[config.mk]
export PLATFORM = sky130hd
export DESIGN_NAME = command_keyword_tokenizer_top
export DESIGN_NICKNAME = d
export VERILOG_FILES = /design/src/design/ckt_pkg.sv /design/src/design/ckt_front.sv /design/src/design/ckt_queue.sv /design/src/design/ckt_back.sv /design/src/design/command_keyword_tokenizer_top.sv
export SDC_FILE = /design/constraint.sdc
export NUM_CORES = 1
export LEC_CHECK = 0
export BUFFER_PORTS_ARGS = -buffer_cell sky130_fd_sc_hd__buf_2
export CAP_MARGIN = 20
export CORE_MARGIN = 3
export CORE_UTILIZATION = 45
export DETAILED_ROUTE_END_ITERATION = 7
export PLACE_DENSITY = 0.73
export SKIP_CTS_REPAIR_TIMING = 1
export SYNTH_ARGS = -nofsm -noshare
export SYNTH_HDL_FRONTEND = slang
export SYNTH_SLANG_ARGS = --single-unit
[constraint.sdc]
create_clock -name clk -period 7.8 [get_ports clk]
set_input_delay 1.56 -clock clk [delete_from_list [all_inputs] [get_ports clk]]
set_output_delay 1.56 -clock clk [all_outputs]
set_load 0.02 [all_outputs]
[src/design/ckt_pkg.sv]
// ----------------------------------------------------------------------------
// ckt_pkg: shared types and constants of the command keyword tokenizer
// Request and token structs, token kinds, keyword tables and helpers.
// ----------------------------------------------------------------------------
package ckt_pkg;

  localparam int OFFSET_BITS = 16;
  localparam int QUEUE_DEPTH = 4;
  localparam int QUEUE_AW    = $clog2(QUEUE_DEPTH);

  localparam logic [3:0] KIND_END   = 4'd0;
  localparam logic [3:0] KIND_PATH  = 4'd7;
  localparam logic [3:0] KIND_UNSUP = 4'd8;

  localparam logic [7:0] PATH_MARK = 8'h40;

  // Tail of the first keyword, eleven ASCII bytes, first byte at the top.
  localparam logic [87:0] KW0_TAIL = 88'h636c61726974795f636d64;

  typedef struct packed {
    logic       mode;
    logic [7:0] data_byte;
  } in_item_t;

  typedef struct packed {
    logic [3:0]  token_kind;
    logic [15:0] token_start;
    logic [15:0] token_length;
    logic        last_of_run;
  } out_item_t;

  // One or two tokens caused by one request.
  typedef struct packed {
    out_item_t tok0;
    out_item_t tok1;
    logic      two;
  } run_t;

  // Low 16 bits of an offset, zero-extended where offsets are narrower.
  function automatic logic [15:0] to16(input logic [OFFSET_BITS-1:0] v);
    logic [OFFSET_BITS+15:0] ext;
    ext = {16'b0, v};
    return ext[15:0];
  endfunction

  function automatic out_item_t mk_tok(input logic [3:0] kind,
                                       input logic [OFFSET_BITS-1:0] start,
                                       input logic [OFFSET_BITS-1:0] len);
    out_item_t t;
    t.token_kind   = kind;
    t.token_start  = to16(start);
    t.token_length = to16(len);
    t.last_of_run  = 1'b0;
    return t;
  endfunction

  function automatic logic is_space(input logic [7:0] b);
    return (b == 8'h20) || ((b >= 8'h09) && (b <= 8'h0D));
  endfunction

  // Zero-based keyword number from its first letter.
  function automatic logic [3:0] kw_first(input logic [7:0] b);
    logic [3:0] r;
    case (b)
      "p":     r = {1'b1, 3'd0};
      "r":     r = {1'b1, 3'd1};
      "q":     r = {1'b1, 3'd2};
      "s":     r = {1'b1, 3'd3};
      "t":     r = {1'b1, 3'd4};
      "u":     r = {1'b1, 3'd5};
      default: r = 4'd0;
    endcase
    return r;
  endfunction

  function automatic logic [3:0] kw_len(input logic [2:0] id);
    logic [3:0] l;
    case (id)
      3'd0:    l = 4'd11;
      3'd1:    l = 4'd5;
      3'd2:    l = 4'd3;
      3'd3:    l = 4'd7;
      3'd4:    l = 4'd4;
      3'd5:    l = 4'd6;
      default: l = 4'd11;
    endcase
    return l;
  endfunction

  // Byte idx of the tail of keyword id (idx below the tail length).
  function automatic logic [7:0] kw_tail(input logic [2:0] id, input logic [3:0] idx);
    logic [87:0] s;
    logic [3:0]  off;
    case (id)
      3'd0:    s = KW0_TAIL;
      3'd1:    s = 88'("eport");
      3'd2:    s = 88'("uit");
      3'd3:    s = 88'("hutdown");
      3'd4:    s = 88'("rack");
      3'd5:    s = 88'("ntrack");
      default: s = KW0_TAIL;
    endcase
    off = kw_len(id) - 4'd1 - idx;
    return s[{off, 3'b000} +: 8];
  endfunction

endpackage

[src/design/ckt_front.sv]
// ----------------------------------------------------------------------------
// ckt_front: lexer front end
// Accepts one request per cycle unless full, steps lexer state, forms the run.
// ----------------------------------------------------------------------------
module ckt_front
  import ckt_pkg::*;
(
  input  logic     clk,
  input  logic     rst_n,
  input  logic     in_push,
  input  in_item_t in_item,
  input  logic     q_full,
  output logic     in_full,
  output logic     q_push,
  output run_t     q_run
);

  localparam logic [1:0] PH_IDLE    = 2'd0;
  localparam logic [1:0] PH_KEYWORD = 2'd1;
  localparam logic [1:0] PH_PATH    = 2'd2;
  localparam logic [OFFSET_BITS-1:0] POS_MAX = '1;

  logic [1:0]             phase_r, phase_nxt;
  logic [2:0]             kw_id_r, kw_id_nxt;
  logic [3:0]             match_r, match_nxt;
  logic [OFFSET_BITS-1:0] start_r, start_nxt;
  logic [OFFSET_BITS-1:0] pos_r, pos_nxt;

  logic                   accept;
  logic [7:0]             b;
  logic [OFFSET_BITS-1:0] pos_inc;
  logic [3:0]             first;
  logic                   ws;

  // Idle handling of the byte, starting from the current position
  logic                   idle_emit;
  out_item_t              idle_tok;
  logic [1:0]             idle_phase;
  logic [2:0]             idle_kw;
  logic [3:0]             idle_match;
  logic [OFFSET_BITS-1:0] idle_start;

  // Keyword matching
  logic [2:0]             kid;
  logic [3:0]             klen;
  logic [3:0]             kidx;
  logic [4:0]             kidx_inc;

  logic [1:0]             n;
  out_item_t              tok0, tok1;

  assign accept  = in_push && !q_full;
  assign in_full = q_full;
  assign b       = in_item.data_byte;
  assign pos_inc = (pos_r == POS_MAX) ? pos_r : pos_r + 1'b1;
  assign first   = kw_first(b);
  assign ws      = is_space(b);

  always_comb begin
    idle_emit  = 1'b0;
    idle_phase = PH_IDLE;
    idle_kw    = kw_id_r;
    idle_match = match_r;
    idle_start = ws ? start_r : pos_r;
    idle_tok   = mk_tok((b == 8'h00) ? KIND_END : KIND_UNSUP, pos_r, pos_inc - pos_r);
    if (!ws) begin
      if (b == 8'h00) begin
        idle_emit = 1'b1;
      end else if (first[3]) begin
        idle_phase = PH_KEYWORD;
        idle_kw    = first[2:0] + 3'd1;
        idle_match = 4'd0;
      end else if (b == PATH_MARK) begin
        idle_phase = PH_PATH;
      end else begin
        idle_emit = 1'b1;
      end
    end
  end

  assign kid      = ((kw_id_r >= 3'd1) && (kw_id_r <= 3'd6)) ? kw_id_r - 3'd1 : 3'd0;
  assign klen     = kw_len(kid);
  assign kidx     = (match_r < klen) ? match_r : klen - 4'd1;
  assign kidx_inc = {1'b0, kidx} + 5'd1;

  always_comb begin
    phase_nxt = phase_r;
    kw_id_nxt = kw_id_r;
    match_nxt = match_r;
    start_nxt = start_r;
    pos_nxt   = pos_r;
    n         = 2'd0;
    tok0      = mk_tok(KIND_UNSUP, start_r, pos_r - start_r);
    tok1      = mk_tok(KIND_END, pos_r, '0);
    if (in_item.mode) begin
      phase_nxt = PH_IDLE;
      if (phase_r == PH_KEYWORD || phase_r == PH_PATH) begin
        n = 2'd2;
      end else begin
        tok0 = mk_tok(KIND_END, pos_r, '0);
        n    = 2'd1;
      end
    end else begin
      case (phase_r)
        PH_KEYWORD: begin
          if (b == kw_tail(kid, kidx)) begin
            pos_nxt   = pos_inc;
            match_nxt = kidx_inc[3:0];
            if (kidx_inc >= {1'b0, klen}) begin
              phase_nxt = PH_IDLE;
              tok0      = mk_tok({1'b0, kid} + 4'd1, start_r, pos_inc - start_r);
              n         = 2'd1;
            end
          end else begin
            // Drop the prefix as unsupported, then treat the byte as idle.
            phase_nxt = idle_phase;
            kw_id_nxt = idle_kw;
            match_nxt = idle_match;
            start_nxt = idle_start;
            pos_nxt   = pos_inc;
            tok1      = idle_tok;
            n         = idle_emit ? 2'd2 : 2'd1;
          end
        end
        PH_PATH: begin
          pos_nxt = pos_inc;
          if (b == PATH_MARK) begin
            phase_nxt = PH_IDLE;
            tok0      = mk_tok(KIND_PATH, start_r, pos_inc - start_r);
            n         = 2'd1;
          end
        end
        default: begin
          phase_nxt = idle_phase;
          kw_id_nxt = idle_kw;
          match_nxt = idle_match;
          start_nxt = idle_start;
          pos_nxt   = pos_inc;
          tok0      = idle_tok;
          n         = idle_emit ? 2'd1 : 2'd0;
        end
      endcase
    end
    tok0.last_of_run = (n == 2'd1);
    tok1.last_of_run = 1'b1;
  end

  assign q_push   = accept && (n != 2'd0);
  assign q_run.tok0 = tok0;
  assign q_run.tok1 = tok1;
  assign q_run.two  = (n == 2'd2);

  always_ff @(posedge clk) begin
    if (!rst_n) begin
      phase_r <= PH_IDLE;
      kw_id_r <= '0;
      match_r <= '0;
      start_r <= '0;
      pos_r   <= '0;
    end else if (accept) begin
      phase_r <= phase_nxt;
      kw_id_r <= kw_id_nxt;
      match_r <= match_nxt;
      start_r <= start_nxt;
      pos_r   <= pos_nxt;
    end
  end

endmodule

[src/design/ckt_queue.sv]
// ----------------------------------------------------------------------------
// ckt_queue: run queue between front and back
// Small first-in first-out store of runs of one or two tokens.
// ----------------------------------------------------------------------------
module ckt_queue
  import ckt_pkg::*;
(
  input  logic clk,
  input  logic rst_n,
  input  logic push,
  input  run_t wr_run,
  output logic full,
  input  logic pop,
  output logic empty,
  output run_t rd_run
);

  run_t                mem [QUEUE_DEPTH];
  logic [QUEUE_AW-1:0] wr_ptr_r, rd_ptr_r;
  logic [QUEUE_AW:0]   count_r;
  logic                do_push, do_pop;

  assign full    = (count_r == (QUEUE_AW+1)'(QUEUE_DEPTH));
  assign empty   = (count_r == '0);
  assign do_push = push && !full;
  assign do_pop  = pop && !empty;
  assign rd_run  = mem[rd_ptr_r];

  always_ff @(posedge clk) begin
    if (do_push) begin
      mem[wr_ptr_r] <= wr_run;
    end
  end

  always_ff @(posedge clk) begin
    if (!rst_n) begin
      wr_ptr_r <= '0;
      rd_ptr_r <= '0;
      count_r  <= '0;
    end else begin
      if (do_push) begin
        wr_ptr_r <= wr_ptr_r + 1'b1;
      end
      if (do_pop) begin
        rd_ptr_r <= rd_ptr_r + 1'b1;
      end
      if (do_push && !do_pop) begin
        count_r <= count_r + 1'b1;
      end else if (do_pop && !do_push) begin
        count_r <= count_r - 1'b1;
      end
    end
  end

endmodule

[src/design/ckt_back.sv]
// ----------------------------------------------------------------------------
// ckt_back: token output stage
// Holds one run in an output register and hands out its tokens in order.
// ----------------------------------------------------------------------------
module ckt_back
  import ckt_pkg::*;
(
  input  logic      clk,
  input  logic      rst_n,
  input  logic      q_empty,
  input  run_t      q_run,
  output logic      q_pop,
  output logic      out_empty,
  input  logic      out_pop,
  output out_item_t out_item
);

  run_t run_r;
  logic valid_r;
  logic sel_r;
  logic taken;
  logic run_done;

  assign taken     = out_pop && valid_r;
  assign run_done  = !valid_r || (taken && (sel_r || !run_r.two));
  assign q_pop     = run_done && !q_empty;
  assign out_empty = !valid_r;
  assign out_item  = sel_r ? run_r.tok1 : run_r.tok0;

  always_ff @(posedge clk) begin
    if (q_pop) begin
      run_r <= q_run;
    end
  end

  always_ff @(posedge clk) begin
    if (!rst_n) begin
      valid_r <= 1'b0;
      sel_r   <= 1'b0;
    end else if (run_done) begin
      valid_r <= !q_empty;
      sel_r   <= 1'b0;
    end else if (taken) begin
      sel_r <= 1'b1;
    end
  end

endmodule

[src/design/command_keyword_tokenizer_top.sv]
// ----------------------------------------------------------------------------
// command_keyword_tokenizer_top: byte-serial command keyword tokenizer
// Splits a text stream into keyword, path, unsupported and end tokens.
// ----------------------------------------------------------------------------
// Input channel: a queue-like port. Drive in_item and raise in_push; the
// request is taken at a clock edge where in_full is low. in_item.mode = 0
// carries one text byte, mode = 1 closes the text.
// Result channel: while out_empty is low, out_item holds the oldest token;
// raise out_pop to take it. A request gives zero, one or two tokens, and
// last_of_run marks the final token of each request.
// Structure: the front steps the lexer state one byte per cycle while in_full
// is low and forms the run of tokens for that request; a four-entry run
// queue decouples it from the output register, which hands out one token
// per cycle while out_pop is high. Each run passes through the queue into the
// output register. Throughput: at most one request and one token per cycle;
// a request that makes two tokens holds the output register for both, so
// long streams of such requests fill the queue and in_full paces the sender.
// Stall: while out_pop stays low, runs collect in the queue; once it is
// full, in_full rises and no further request is taken. Nothing is lost.
// Reset: rst_n low at a clock edge clears the lexer state and position
// and empties the queue and the output register.
// ----------------------------------------------------------------------------
module command_keyword_tokenizer_top
  import ckt_pkg::*;
(
  input  logic      clk,
  input  logic      rst_n,
  input  logic      in_push,
  input  in_item_t  in_item,
  output logic      in_full,
  output logic      out_empty,
  input  logic      out_pop,
  output out_item_t out_item
);

  // Front to queue
  logic q_push;
  run_t q_wr_run;
  logic q_full;

  // Queue to back
  logic q_pop;
  logic q_empty;
  run_t q_rd_run;

  // Lexer state and token formation
  ckt_front u_front (
    .clk     (clk),
    .rst_n   (rst_n),
    .in_push (in_push),
    .in_item (in_item),
    .q_full  (q_full),
    .in_full (in_full),
    .q_push  (q_push),
    .q_run   (q_wr_run)
  );

  // Hold runs while the receiver stalls
  ckt_queue u_queue (
    .clk    (clk),
    .rst_n  (rst_n),
    .push   (q_push),
    .wr_run (q_wr_run),
    .full   (q_full),
    .pop    (q_pop),
    .empty  (q_empty),
    .rd_run (q_rd_run)
  );

  // Advance tokens one at a time through the output register
  ckt_back u_back (
    .clk       (clk),
    .rst_n     (rst_n),
    .q_empty   (q_empty),
    .q_run     (q_rd_run),
    .q_pop     (q_pop),
    .out_empty (out_empty),
    .out_pop   (out_pop),
    .out_item  (out_item)
  );

endmodule

* Word-level counts from Yosys, hierarchy flattened
Memory sizes are Yosys's and may differ from the RTL's. A register that Yosys moved wholly into a read port is not among the register bits.
Index checks and enable logic that the tools add are counted.
** Storage, ports and cells
- Bits in writable memories :: 296
- Memories :: 1
- Register bits after elaboration :: 51
- Output and inout bits :: 39
- Input port bits :: 13
- Logic and storage cells :: 149
** Operators by class
- Shift-type cells :: 1
- Bitwise logic cells :: 3
- Muxes and demuxes :: 59
- Equal/unequal tests :: 23
- Reduce and logical (&&, ||, !) cells :: 30
- $add $sub $neg :: 15
- $lt $le $gt $ge :: 6
** Memory list
- u_queue.mem :: words 4, width 74, read ports 1, clocked after memory_dff 1, wr ports 1, RTL line ckt_queue.sv:18 : run_t mem [QUEUE_DEPTH];
** Operator list (number)
- 87-bit case mux with 5 select lines :: 1
- 37-bit two-way mux :: 9
- 88-bit two-way mux :: 2
- 88-bit by 8-bit variable part select with 8-bit output :: 1
- 37-bit case mux with 2 select lines :: 1
- 8-bit by 7-bit == test with 1-bit output (second input constant) :: 7
- 16-bit two-way mux :: 3
- 16-bit subtractor :: 3
- 4-bit two-way mux :: 8
- 16-bit case mux with 2 select lines :: 1
- 2-bit two-way mux :: 12
- 4-bit case mux with 6 select lines :: 1
- 3-bit two-way mux :: 7
- 4-bit case mux with 5 select lines :: 1
- 16-bit by 1-bit adder with 16-bit output (second input constant) :: 1
- 16-bit == test (second input constant) :: 1
- 1-bit logical AND :: 11
- 3-bit == test (second input constant) :: 3
- 1-bit two-way mux :: 9
- 8-bit by 6-bit == test with 1-bit output (second input constant) :: 1
- 8-bit == test :: 1
- 8-bit by 4-bit >= comparator with 1-bit output (second input constant) :: 1
- 8-bit by 4-bit <= comparator with 1-bit output (second input constant) :: 1
- 8-bit logical NOT :: 1
- other kinds (30) :: 50

* Logic depth before layout (Yosys ltp)
Gate-level depths: netlist (run 1).
- Depth after elaboration :: 21
- Gate-level depth with buffers :: 39
- Gate-level depth less buffers :: 36

* Modules after synthesis
A second synthesis (run 1) with hierarchy kept.
** Second synthesis, totals
- Cells, all modules :: 1485
- Area total of the unflattened synthesis :: 20612.3 µm²
** Modules (own cells, without submodules)
- ckt_queue :: area an instance 11300.8 µm², cells an instance 439, seq. area each 9188.8 µm², times used 1
- ckt_front :: area an instance 6480.0 µm², cells an instance 919, seq. area each 820.8 µm², times used 1
- ckt_back :: area an instance 2831.5 µm², cells an instance 127, seq. area each 2292.2 µm², times used 1

* Least setup slack after synthesis (run 1)
OpenSTA, ideal clock, no wires.
- Path type :: reg2reg
- From :: register u_front.kw_id_r[1]
- To :: memory u_queue.mem[0][0] in the netlist's numbering (enable)
- Clock period less this slack :: 8437 ps
- Library setup time :: 437 ps
- Slack :: -637 ps
- Data required time :: 7363 ps
- Data arrival time :: 8001 ps
- Stages on the path, launching flop included :: 31
- Buffers on the path :: 3
- Path through :: dfxtp_1 -> buf_4 -> inv_1 -> ha_1 -> nand2b_1 -> o22ai_4 -> inv_6 -> buf_2 -> ha_1 -> inv_1 -> nand2_1 -> nor3b_4 -> inv_1 -> ha_1 -> and2_1 -> a31oi_1 -> nand2_2 -> mux2i_1 -> ha_1 -> inv_1 -> fa_1 -> or2_2 -> a221oi_1 -> o21ai_0 -> and4_1 -> or3_4 -> o211a_1 -> buf_6 -> nand3_1 -> o2bb2ai_1 -> and2_1
** On the way
- Longest elaborated chain between the ends :: 19
- Elaborated cells on any way between the ends :: 34
- Classes of those cells :: add/sub: 5; order compare: 4; eq/ne: 6; shift: 1; mux: 14; reduce/logical: 4
** RTL lines
- start, declared :: RTL line ckt_front.sv:24 : logic [2:0] kw_id_r, kw_id_nxt;
- start signal, assigned :: RTL line ckt_front.sv:162 : kw_id_r <= kw_id_nxt;
- 3-bit by 1-bit >= comparator with 1-bit output or 3-bit <= comparator (tied branches) :: RTL line ckt_front.sv:81 : assign kid = ((kw_id_r >= 3'd1) && (kw_id_r <= 3'd6)) ? kw_id_r - 3'd1 : 3'd0;
- 1-bit logical AND :: RTL line ckt_front.sv:81
- 3-bit two-way mux (*) :: RTL line ckt_front.sv:81
- 3-bit == test (tied with other cells) :: RTL line ckt_pkg.sv:78, ckt_pkg.sv:94
- 4-bit case mux with 5 select lines :: RTL line ckt_pkg.sv:78 : case (id)
- 4-bit two-way mux :: RTL line ckt_front.sv:104 : case (phase_r)
- 4-bit two-way mux :: RTL line ckt_front.sv:95 : if (in_item.mode) begin
- 4-bit by 1-bit subtractor with 4-bit output :: RTL line ckt_pkg.sv:103 : off = kw_len(id) - 4'd1 - idx;
- [4 not listed]
- 2-bit case mux with 2 select lines (*) :: RTL line ckt_front.sv:104
- 2-bit two-way mux (*) :: RTL line ckt_front.sv:95
- 2-bit nonzero test (*) :: RTL line ckt_front.sv:148 : assign q_push = accept && (n != 2'd0);
- 1-bit logical AND (*) :: RTL line ckt_front.sv:148
- 1-bit logical AND (*) :: RTL line ckt_queue.sv:25 : assign do_push = push && !full;
- net u_queue.do_push :: RTL line ckt_queue.sv:21 : logic do_push, do_pop;
- 1-bit two-way mux (*) :: RTL line ckt_queue.sv:30 : if (do_push) begin
- 1-bit two-way mux (not written as such) (*) :: RTL line ckt_queue.sv:31 : mem[wr_ptr_r] <= wr_run;
- end, declared :: RTL line ckt_queue.sv:18
Mark *: on every way through the listed nets, which the timed path passes. The rest lies on a longest branch. The select of a mux whose other input is x is not followed.

* Final worst setup path (run 1)
- From :: register u_front.kw_id_r[0]
- To :: register u_queue.count_r[2]
** On the way
- Longest elaborated chain between the ends :: 20
- Elaborated cells on any way between the ends :: 37
- Classes of those cells :: add/sub: 5; order compare: 4; eq/ne: 6; shift: 1; mux: 13; reduce/logical: 8
** RTL lines
- 3-bit by 1-bit >= comparator with 1-bit output or 3-bit <= comparator (tied branches) :: RTL line ckt_front.sv:81
- 1-bit logical AND :: RTL line ckt_front.sv:81
- 3-bit two-way mux (*) :: RTL line ckt_front.sv:81
- 3-bit == test (tied with other cells) :: RTL line ckt_pkg.sv:78, ckt_pkg.sv:94
- 4-bit case mux with 5 select lines :: RTL line ckt_pkg.sv:78
- 4-bit two-way mux :: RTL line ckt_front.sv:104
- 4-bit two-way mux :: RTL line ckt_front.sv:95
- 4-bit by 1-bit subtractor with 4-bit output :: RTL line ckt_pkg.sv:103
- [5 not listed]
- 2-bit two-way mux (*) :: RTL line ckt_front.sv:95
- 2-bit nonzero test (*) :: RTL line ckt_front.sv:148
- 1-bit logical AND (*) :: RTL line ckt_front.sv:148
- 1-bit logical AND (*) :: RTL line ckt_queue.sv:25
- net u_queue.do_push :: RTL line ckt_queue.sv:21
- 1-bit logical NOT :: RTL line ckt_queue.sv:49 : end else if (do_pop && !do_push) begin
- 1-bit logical AND :: RTL line ckt_queue.sv:49
- 2-bit nonzero test (no line)
- end signal, assigned :: RTL line ckt_queue.sv:48 : count_r <= count_r + 1'b1;
- end signal, assigned :: RTL line ckt_queue.sv:50 : count_r <= count_r - 1'b1;
- end, declared :: RTL line ckt_queue.sv:20 : logic [QUEUE_AW:0] count_r;
Marks and branches as above.
A chain may end at the register's enable or synchronous reset.

==> results.py, run 1 <==
metrics = {
    "worst_setup_path": {
        "arrival_ps": 7750,
        "r2r.worst_path.cells": 35,
        "end_kind": "register",
        "crit_top_cell": "inv_1",
        "ff2ff_setup_slack_ps": 510,
        "critPathLaunchType": "register",
        "crit_type": "reg2reg",
        "r2r_start": "u_front.kw_id_r[0]$_SDFFE_PN0P_",
        "cp_data_required_time_ps": 8260,
        "slowest_stage": "fa_1",
        "r2r-end": "u_queue.count_r[2]$_SDFFE_PN0P_",
        "cp_slowest_stage_delay_ps": 440,
        "worst-path-max-fanout": 6,
    },
    "synth": {
        "ys_ff_latch": 405,
        "synth_area_per_cell_sq_um": 13.28,
        "yosysTopAreaCellShare_pct": 53.89,
        "syn-cell-area_sq_um": 19780,
        "yosys-top-cells-area": "edfxtp_1 (54%), mux4_2 (8.1%), dfxtp_1 (5.1%)",
        "synthCells": 1490,
        "synthArstFlopShare_pct": 0,
        "yosysMostFrequentCell": "edfxtp_1",
        "yosysWarningCount": 0,
        "synthFlopType": "edfxtp_1",
        "synth.net_count": 1578,
        "yosysSeqAreaShare_pct": 58.95,
        "synth-edff-count": 355,
        "yosys-top-cells-count": "edfxtp_1 (355), nor2_1 (125), nand2_1 (108)",
        "synth_cell_types": 82,
        "yosysTopAreaCell": "edfxtp_1",
    },
    "job": {
        "max_cap_viol_count": 0,
    },
    "timing": {
        "max_freq_mhz": 137.1,
        "finalCritPeriodShare_pct": 93.51,
        "setup_violations": 0,
        "final_hold_viol_count": 0,
        "tightest_slew_ps": 1090,
        "clock_skew_ps": 17.27,
        "max_slew_margin_pct": 26.73,
        "finalCriticalPeriod_ps": 7294,
        "drv_slew": 0,
    },
    "power": {
        "power_mw": 6.395,
        "leakage_nw": 7.777,
        "power_density_nw_per_um2": 286.1,
        "ir_worst_vdd_uv": 183.6,
    },
    "clock_network": {
        "cts_tree": "built",
        "path_clk_slew_ps": 60,
        "cts-root-buf": "clkbuf_16",
        "clk_latency_ps": 540,
        "ctsHtreeMaxLevel": 2,
        "clkSinkCount": 405,
        "clock_path_buffers": 3,
        "cts_buffers": 38,
    },
    "hold_path": {
        "hold_depth": 2,
        "hold_start": "u_back.valid_r$_SDFFE_PN0N_",
        "hp-class": "reg2reg",
        "min_to": "u_back.valid_r$_SDFFE_PN0N_",
    },
    "placement": {
        "place_congestion": 0.9438,
        "io_buffers": 51,
        "dp_hpwl_mm": 31.63,
    },
    "route": {
        "ant_nets": 0,
        "via_per_inst": 5.686,
        "initialDrtViolationCount": 1013,
        "drt-pass1-iter-count": 5,
        "drt_wl_total_mm": 45.83,
        "num_vias": 12480,
        "drc": 0,
        "avgRoutedWirePerCell_microns": 20.88,
    },
    "global_routing": {
        "grt.total_usage_pct": 19.73,
        "antenna_found_initial": 1,
        "grt_max_degree": 72,
        "grt_pass1_vias": 12695,
        "overflow": 0,
        "grt_first_pass_wirelength_mm": 72.16,
    },
    "die": {
        "ios": 52,
        "num_rows": 76,
        "core_area_sq_um": 43270,
        "die_w_microns": 215.7,
        "start_util_pct": 45.72,
        "die_y_microns": 215.7,
        "die_area_sq_um": 46510,
    },
    "run_status": {
        "status": "finished clean",
    },
    "final_layout": {
        "nets": 1667,
        "syn2layout_area_growth_pct": 13.00,
        "drive_above_1_share_pct": 19.20,
        "fin_util_pct": 51.67,
    },
}
cell usage in the layout, fill, tap and decap left out, types with 11 or more instances in the layout:
| cell | synthesis | routed |
|---|---|---|
| a211oi_1 | 11 | 11 |
| nand3_1 | 24 | 24 |
| ha_1 | 70 | 69 |
| xor2_1 | 15 | 15 |
| mux2_2 | 34 | 34 |
| inv_1 | 83 | 83 |
| xnor2_1 | 51 | 51 |
| o211ai_1 | 13 | 13 |
| buf_2 | 2 | 51 |
| edfxtp_1 | 355 | 355 |
| o21ai_0 | 75 | 74 |
| nor3_1 | 22 | 22 |
| nor2b_1 | 16 | 16 |
| clkbuf_16 | 0 | 40 |
| and3_1 | 12 | 12 |
| nor2_1 | 125 | 124 |
| mux2i_1 | 36 | 35 |
| dfxtp_1 | 50 | 45 |
| nand2b_1 | 16 | 16 |
| nand2_1 | 108 | 108 |
| a21oi_1 | 68 | 66 |
| buf_4 | 3 | 52 |
| mux4_2 | 71 | 71 |
routing by layer:
layer	vias to the layer above	track usage (%)	routed length [microns]
met2	366	34.76	23070
met1	6214	25.41	19080
met4	0	6.653	1530
li1	5808	-	-
met5	-	0	0
met3	92	2.408	2145
power by group:
group          leakage [nW]  internal (mW)  switching [mW]
sequential             3.79           2.90           0.150
combinational          3.36          0.624           0.868
clock                 0.627           1.09           0.761
worst max-delay path: cells and delay by family, from the launching register on:
family / cells / cell delay (ps)
compound gates: 7 / 1160
xor+xnor: 1 / 190
fa+ha+maj: 8 / 2220
buf+inv: 7 / 690
flops: 1 / 370
mux: 1 / 230
simple gates: 11 / 2390
sequential cells by signal, summed over array words and instances, names as in the netlist:
signal,flops
u_front.phase_r,2
u_front.match_r,4
u_queue.count_r,3
u_queue.rd_ptr_r,2
u_front.start_r,16
u_front.pos_r,16
u_front.kw_id_r,3
u_queue.mem,284
u_queue.wr_ptr_r,2
u_back.run_r,71
u_back.sel_r,1
u_back.valid_r,1
cell type report:
| cell class | count | area (sq um) |
|---|---|---|
| diodes | 1 | 2.502 |
| clock buffers | 50 | 1089 |
| clock inverters | 20 | 190.2 |
| fillers | 3580 | 20910 |
| inverters | 87 | 331.6 |
| multi-input cells | 938 | 7561 |
| flip-flops and latches | 405 | 11670 |
| well taps | 585 | 732.0 |
| repair buffers | 109 | 773.2 |
cell families (layout without fill, tap and decap cells):
kind of cell,Yosys count,in the layout,share of synthesized area (%)
AOI/OAI and AO/OA,268,268,8.862
muxes,141,141,11.84
and+or+nand+nor,385,385,9.235
buffers and inverters,147,266,3.042
other,0,1,0
adders and majority gates,77,77,5.035
xor gates and xnor gates,67,67,3.036
DFF,405,405,58.95
stage by stage:
| stage | hold slack (ps) | cell area (sq um) | setup slack, ps | TNS [ps] | instances |
|---|---|---|---|---|---|
| after floorplan | 445.3 | 19790 | 122.7 | 0 | 1490 |
| after global placement | 485.2 | 20990 | 559.9 | 0 | 2119 |
| after detailed placement | 498.4 | 20990 | 264.7 | 0 | 2119 |
| after CTS | 504.5 | 22270 | 204.4 | 0 | 2189 |
| after global routing | 539.3 | 22350 | -11.54 | -11.54 | 2194 |
| final | 502.9 | 22350 | 506.2 | 0 | 2195 |
worst max path at each step:
stage | from | end | depth (start not counted)
global placement | u_front.kw_id_r[1]$_SDFFE_PN0P_ | u_queue.count_r[2]$_SDFFE_PN0P_ | 34
CTS | u_front.kw_id_r[1]$_SDFFE_PN0P_ | u_queue.count_r[2]$_SDFFE_PN0P_ | 34
detailed placement | u_front.kw_id_r[1]$_SDFFE_PN0P_ | u_queue.count_r[2]$_SDFFE_PN0P_ | 34
global route | u_front.kw_id_r[0]$_SDFFE_PN0P_ | u_queue.count_r[2]$_SDFFE_PN0P_ | 35
finish | u_front.kw_id_r[0]$_SDFFE_PN0P_ | u_queue.count_r[2]$_SDFFE_PN0P_ | 35
floorplan | u_front.kw_id_r[1]$_SDFFE_PN0P_ | u_queue.mem[0][0]$_DFFE_PP_ | 30
Power figures use the tool's default switching activity.
==> inputs of run 2 (changes only) <==
REMOVE_ABC_BUFFERS = 1   (was unset)
SETUP_SLACK_MARGIN = 0.05   (was unset)
SYNTH_HIERARCHICAL = 1   (was unset)
==> run 2 against run 1 <==
- clock power rose by 15%
- global-route usage rose by 0.21 points
- non-clock buffer count rose by 2
- flip-flop and latch count rose by 22
- largest power group unchanged
- combinational power rose by 10%
- die area rose by 4.1%
==> results.py, run 2 <==
metrics = {
    "run_status": {
        "status": "finished clean",
    },
    "global_routing": {
        "grt_first_pass_wirelength_mm": 74.03,
        "overflow": 0,
        "antenna_found_initial": 1,
        "grt_pass1_vias": 12802,
        "grt.total_usage_pct": 19.94,
        "grt_max_degree": 64,
    },
    "worst_setup_path": {
        "cp_data_required_time_ps": 8260,
        "worst-path-max-fanout": 15,
        "r2r-end": "u_queue/count_r[2]$_SDFFE_PN0P_",
        "ff2ff_setup_slack_ps": 440,
        "arrival_ps": 7820,
        "r2r.worst_path.cells": 39,
        "r2r_start": "u_front/kw_id_r[0]$_SDFFE_PN0P_",
        "end_kind": "register",
        "slowest_stage": "fa_2",
        "timing.critical_path.to": "u_queue/count_r[2]$_SDFFE_PN0P_",
        "critPathLaunchType": "register",
        "startpoint": "u_front/kw_id_r[0]$_SDFFE_PN0P_",
        "crit_type": "reg2reg",
        "cp_slowest_stage_delay_ps": 560,
    },
    "hold_path": {
        "hp-class": "reg2reg",
        "hold_depth": 2,
    },
    "clock_network": {
        "clk_latency_ps": 540,
        "clock_path_buffers": 3,
        "clkSinkCount": 427,
        "cts_tree": "built",
        "cts_buffers": 42,
        "ctsHtreeMaxLevel": 2,
        "path_clk_slew_ps": 60,
        "cts-root-buf": "clkbuf_16",
    },
    "synth": {
        "synthCells": 1485,
        "syn-cell-area_sq_um": 20610,
        "synth.mux.area_fraction_pct": 12.32,
        "synth-edff-count": 375,
        "synthFlopType": "edfxtp_1",
        "synth_area_per_cell_sq_um": 13.88,
        "yosys-top-cells-count": "edfxtp_1 (375), nor2_1 (105), nand2_1 (94)",
        "synthAdderAreaFrac_pct": 4.905,
        "yosysSeqAreaShare_pct": 59.68,
        "ys_ff_latch": 427,
        "yosysTopAreaCell": "edfxtp_1",
        "yosysMostFrequentCell": "edfxtp_1",
        "synth_compound_area_share_pct": 8.474,
        "synth_cell_types": 82,
        "synth_xor_area_share_pct": 3.320,
        "synthArstFlopShare_pct": 0,
        "yosysWarningCount": 6,
        "synth-simple-area-share_pct": 8.213,
        "yosysTopAreaCellShare_pct": 54.63,
        "yosys-top-cells-area": "edfxtp_1 (55%), mux4_2 (8.2%), dfxtp_1 (5.1%)",
        "synth_top_family_by_area": "multiplexers",
    },
    "die": {
        "die_w_microns": 220.0,
        "die_area_sq_um": 48410,
        "start_util_pct": 46.11,
        "die_y_microns": 220.0,
        "num_rows": 77,
        "core_area_sq_um": 44700,
        "ios": 52,
    },
    "final_layout": {
        "fin_util_pct": 52.54,
        "largest_register": "u_queue/mem",
        "stdcell_area_sq_um": 23490,
        "syn2layout_area_growth_pct": 13.95,
        "largest_reg_flops": 300,
        "drive_above_1_share_pct": 21.57,
        "reg_top3": "u_queue/mem (300), u_back/run_r (75)",
        "nets": 1670,
        "layout_common_cells": "edfxtp_1 (375), nor2_1 (104), nand2_1 (93)",
        "final_common_cell": "edfxtp_1",
    },
    "route": {
        "initialDrtViolationCount": 1131,
        "drt_wl_total_mm": 47.88,
        "ant_nets": 0,
        "drt-pass1-iter-count": 7,
        "num_vias": 12682,
        "via_per_inst": 5.749,
        "drc": 0,
        "avgRoutedWirePerCell_microns": 21.70,
    },
    "timing": {
        "clock_skew_ps": 14.05,
        "max_freq_mhz": 135.8,
        "finalCriticalPeriod_ps": 7362,
        "setup_violations": 0,
        "final_hold_viol_count": 0,
        "tightest_slew_ps": 993.4,
        "drv_slew": 0,
        "finalCritPeriodShare_pct": 94.38,
        "max_slew_margin_pct": 33.77,
        "whs_ps": 505.7,
    },
    "placement": {
        "postPlaceCellArea_sq_um": 21830,
        "place_congestion": 0.9259,
        "dp_hpwl_mm": 32.71,
        "io_buffers": 51,
    },
    "power": {
        "ir_worst_vdd_uv": 192.6,
        "power_density_nw_per_um2": 299.2,
        "leakage_nw": 8.062,
        "power_mw": 7.027,
    },
    "job": {
        "max_cap_viol_count": 0,
    },
}
## run 2: cells by family (layout without fill, tap and decap cells)
kind of cell             Yosys count  count (layout)
buffers and inverters            136             262
adder cells (fa/ha/maj)           78              78
AND/OR/NAND/NOR                  355             355
other                              2               5
XOR/XNOR                          73              73
AO/OA/AOI/OAI                    265             265
multiplexers                     149             149
flip-flops                       427             427
## run 2: layout make-up
class,instances,area (sq um)
Inverter,74,280.3
Clock buffer,56,1197
Fill cell,3708,21220
Tap cell,592,740.7
Multi-Input combinational cell,924,7810
Clock inverter,21,280.3
Sequential cell,427,12320
Antenna cell,1,2.502
Timing Repair Buffer,111,858.3
## run 2: power by group
group / leakage [nW] / total [mW] / internal (mW) / switching [mW]
clock: 0.724 / 2.13 / 1.31 / 0.820
sequential: 3.97 / 3.25 / 3.09 / 0.166
combinational: 3.37 / 1.64 / 0.703 / 0.941
total: 8.06 / 7.03 / 5.10 / 1.93
## run 2: metal layers
layer  GRT usage [%]  up-vias  share of wire [%]  wire length [microns]
li1                -     5824                  -                      -
met1           27.06     6403                 42                  19950
met2           33.61      385                 50                  23890
met3           2.854       70                5.8                   2761
met4           5.881        0                2.7                   1274
met5               0        -                  0                      0
## run 2: critical path: cells and delay by family (launching register included)
family	cells	cell delay, ps
xor gates and xnor gates	1	150
adders and majority gates	7	1980
and+or+nand+nor	8	1040
AOI/OAI and AO/OA	16	3050
buffers and inverters	7	690
DFF	1	370
## run 2: metrics by stage
step	setup slack, ps	cells	TNS [ps]
2_1_floorplan	-1404	1425	-421660
3_3_place_gp	180.0	2122	0
3_5_place_dp	-97.51	2122	-97.51
4_1_cts	-171.6	2199	-1961
5_1_grt	-26.41	2205	-26.41
6_report	438.1	2206	0
## run 2: worst min path at each step
stage | start | endpoint | slack (ps)
floorplan | u_front/phase_r[1]$_SDFFE_PN0P_ | u_front/phase_r[1]$_SDFFE_PN0P_ | 460
global placement | u_front/phase_r[0]$_SDFFE_PN0P_ | u_front/phase_r[0]$_SDFFE_PN0P_ | 470
detailed placement | u_front/phase_r[1]$_SDFFE_PN0P_ | u_front/phase_r[1]$_SDFFE_PN0P_ | 490
CTS | u_front/phase_r[1]$_SDFFE_PN0P_ | u_front/phase_r[1]$_SDFFE_PN0P_ | 500
global route | u_front/phase_r[0]$_SDFFE_PN0P_ | u_front/phase_r[0]$_SDFFE_PN0P_ | 530
finish | u_front/phase_r[0]$_SDFFE_PN0P_ | u_front/phase_r[0]$_SDFFE_PN0P_ | 510
==> inputs of run 3 (changes only) <==
PLACE_DENSITY = 0.62   (was 0.73)
==> run 3 against run 2 <==
- count of clock-buffer cells in the layout grew 9
- flip-flop and latch count is the same
- setup slack gained 23 ps
- sequential share of layout area grew 0.51 points
- maximum frequency grew 0.32%
- clock skew shrank 3.1 ps
- design area shrank 0.96%
- non-clock buffer count shrank 18
- wire length shrank 3.8%
- global-route usage shrank 0.40 points
- core utilization shrank 0.50 points
- critical path type unchanged
==> results.py, run 3 (synthesized netlist as in run 2, its figures left out) <==
metrics = {
    "run_status": {
        "status": "finished clean",
    },
    "final_layout": {
        "drive_above_1_share_pct": 20.36,
        "largest_reg_flops": 300,
        "final_common_cell": "edfxtp_1",
        "largest_register": "u_queue/mem",
        "reg_top3": "u_queue/mem (300), u_back/run_r (75)",
        "layout_common_cells": "edfxtp_1 (375), nor2_1 (104), nand2_1 (94)",
        "stdcell_area_sq_um": 23260,
        "fillers": 3815,
        "nets": 1654,
        "diodes": 0,
        "syn2layout_area_growth_pct": 12.86,
    },
    "worst_setup_path": {
        "slowest_stage": "fa_1",
        "worst-path-buf-inv": 8,
        "crit_family": "compound AO/OA/AOI/OAI gates",
        "critPathLaunchType": "register",
        "cp_slowest_stage_delay_ps": 430,
        "crit_type": "reg2reg",
        "worst-path-max-fanout": 11,
        "crit_top_cell": "inv_1",
        "arrival_ps": 7820,
        "end_kind": "register",
        "cp_data_required_time_ps": 8280,
    },
    "placement": {
        "io_buffers": 51,
        "postPlaceCellArea_sq_um": 21700,
        "place_congestion": 0.8868,
        "dp_hpwl_mm": 31.62,
    },
    "die": {
        "die_area_sq_um": 48410,
        "die_y_microns": 220.0,
        "num_rows": 77,
        "ios": 52,
        "start_util_pct": 46.11,
        "core_area_sq_um": 44700,
        "die_w_microns": 220.0,
    },
    "global_routing": {
        "grt.total_usage_pct": 19.53,
        "overflow": 0,
        "grt_max_degree": 68,
        "antenna_found_initial": 0,
        "grt_first_pass_wirelength_mm": 72.44,
        "grt_pass1_vias": 12655,
    },
    "timing": {
        "drv_slew": 0,
        "clock_skew_ps": 10.95,
        "rsz0062_at_grt": "false",
        "final_hold_viol_count": 0,
        "max_slew_margin_pct": 27.21,
        "setup_violations": 0,
        "tightest_slew_ps": 1092,
        "max_freq_mhz": 136.3,
        "finalCritPeriodShare_pct": 94.08,
        "finalCriticalPeriod_ps": 7338,
    },
    "route": {
        "ant_nets": 0,
        "drt-pass1-iter-count": 5,
        "drt_wl_total_mm": 46.07,
        "via_per_inst": 5.651,
        "num_vias": 12364,
        "drc": 0,
        "avgRoutedWirePerCell_microns": 21.05,
        "initialDrtViolationCount": 924,
    },
    "job": {
        "max_cap_viol_count": 0,
    },
    "power": {
        "leakage_nw": 7.940,
        "power_density_nw_per_um2": 297.0,
        "ir_worst_vdd_uv": 223.0,
        "power_mw": 6.908,
    },
    "clock_network": {
        "cts-root-buf": "clkbuf_16",
        "ctsHtreeMaxLevel": 2,
        "clk_latency_ps": 550,
        "clock_path_buffers": 3,
        "clkSinkCount": 427,
        "path_clk_slew_ps": 60,
        "cts_tree": "built",
        "cts_buffers": 44,
    },
    "hold_path": {
        "hp-class": "reg2reg",
    },
}
-- run 3: cell types whose count changed in the layout (fill, tap and decap cells not counted), moves of 3 or more --
cell,previous run,this run
buf_4,47,32
bufinv_16,7,4
clkbuf_1,8,15
clkinv_2,7,3
-- run 3: cell type report --
cell class / instances / area (sq um) / area share [%]
Sequential cell: 427 / 12320 / 52.95
Multi-Input combinational cell: 924 / 7818 / 33.61
Clock buffer: 65 / 1251 / 5.379
Tap cell: 592 / 740.7 / 3.184
Timing Repair Buffer: 93 / 686.9 / 2.953
Inverter: 74 / 280.3 / 1.205
Clock inverter: 13 / 167.7 / 0.7207
-- run 3: stage by stage --
step,hold WS (ps),TNS (ps),cells,worst slack [ps],utilization (%)
5_1_grt,521.2,0,2188,32.56,52.04
2_1_floorplan,455.2,-421660,1425,-1404,-
6_report,494.5,0,2188,461.6,52.04
4_1_cts,495.7,-88.23,2186,-88.23,51.71
3_3_place_gp,475.0,0,2108,182.2,48.54
3_5_place_dp,488.3,-14.87,2108,-14.87,48.54
-- run 3: final timing paths --
path,slack [ps],startpoint,cells after the start,to
hold / removal,490,u_front/phase_r[0]$_SDFFE_PN0P_,2,u_front/phase_r[0]$_SDFFE_PN0P_
setup / recovery,460,u_front/kw_id_r[0]$_SDFFE_PN0P_,38,u_queue/count_r[2]$_SDFFE_PN0P_
hold reg to reg,490,u_front/phase_r[0]$_SDFFE_PN0P_,2,u_front/phase_r[0]$_SDFFE_PN0P_
setup reg to reg,460,u_front/kw_id_r[0]$_SDFFE_PN0P_,38,u_queue/count_r[2]$_SDFFE_PN0P_
-- run 3: layer usage --
| metal | vias up | track usage (%) | routed length, microns |
|---|---|---|---|
| li1 | 5793 | - | - |
| met1 | 6236 | 26.09 | 19740 |
| met2 | 280 | 33.41 | 23280 |
| met3 | 55 | 3.461 | 2192 |
| met4 | 0 | 4.722 | 861 |
| met5 | - | 0 | 0 |
-- run 3: report_power, final --
part / internal (mW) / switching, mW
clock: 1.24 / 0.813
combinational: 0.687 / 0.913
sequential: 3.09 / 0.169
total: 5.01 / 1.89
-- run 3: worst register-to-register path: cells and delay by family (launching register included) --
family	cells	cell delay, ps
fa+ha+maj	7	1900
flops	1	380
compound gates	10	2110
xor+xnor	2	350
simple gates	11	1720
buf+inv	8	810
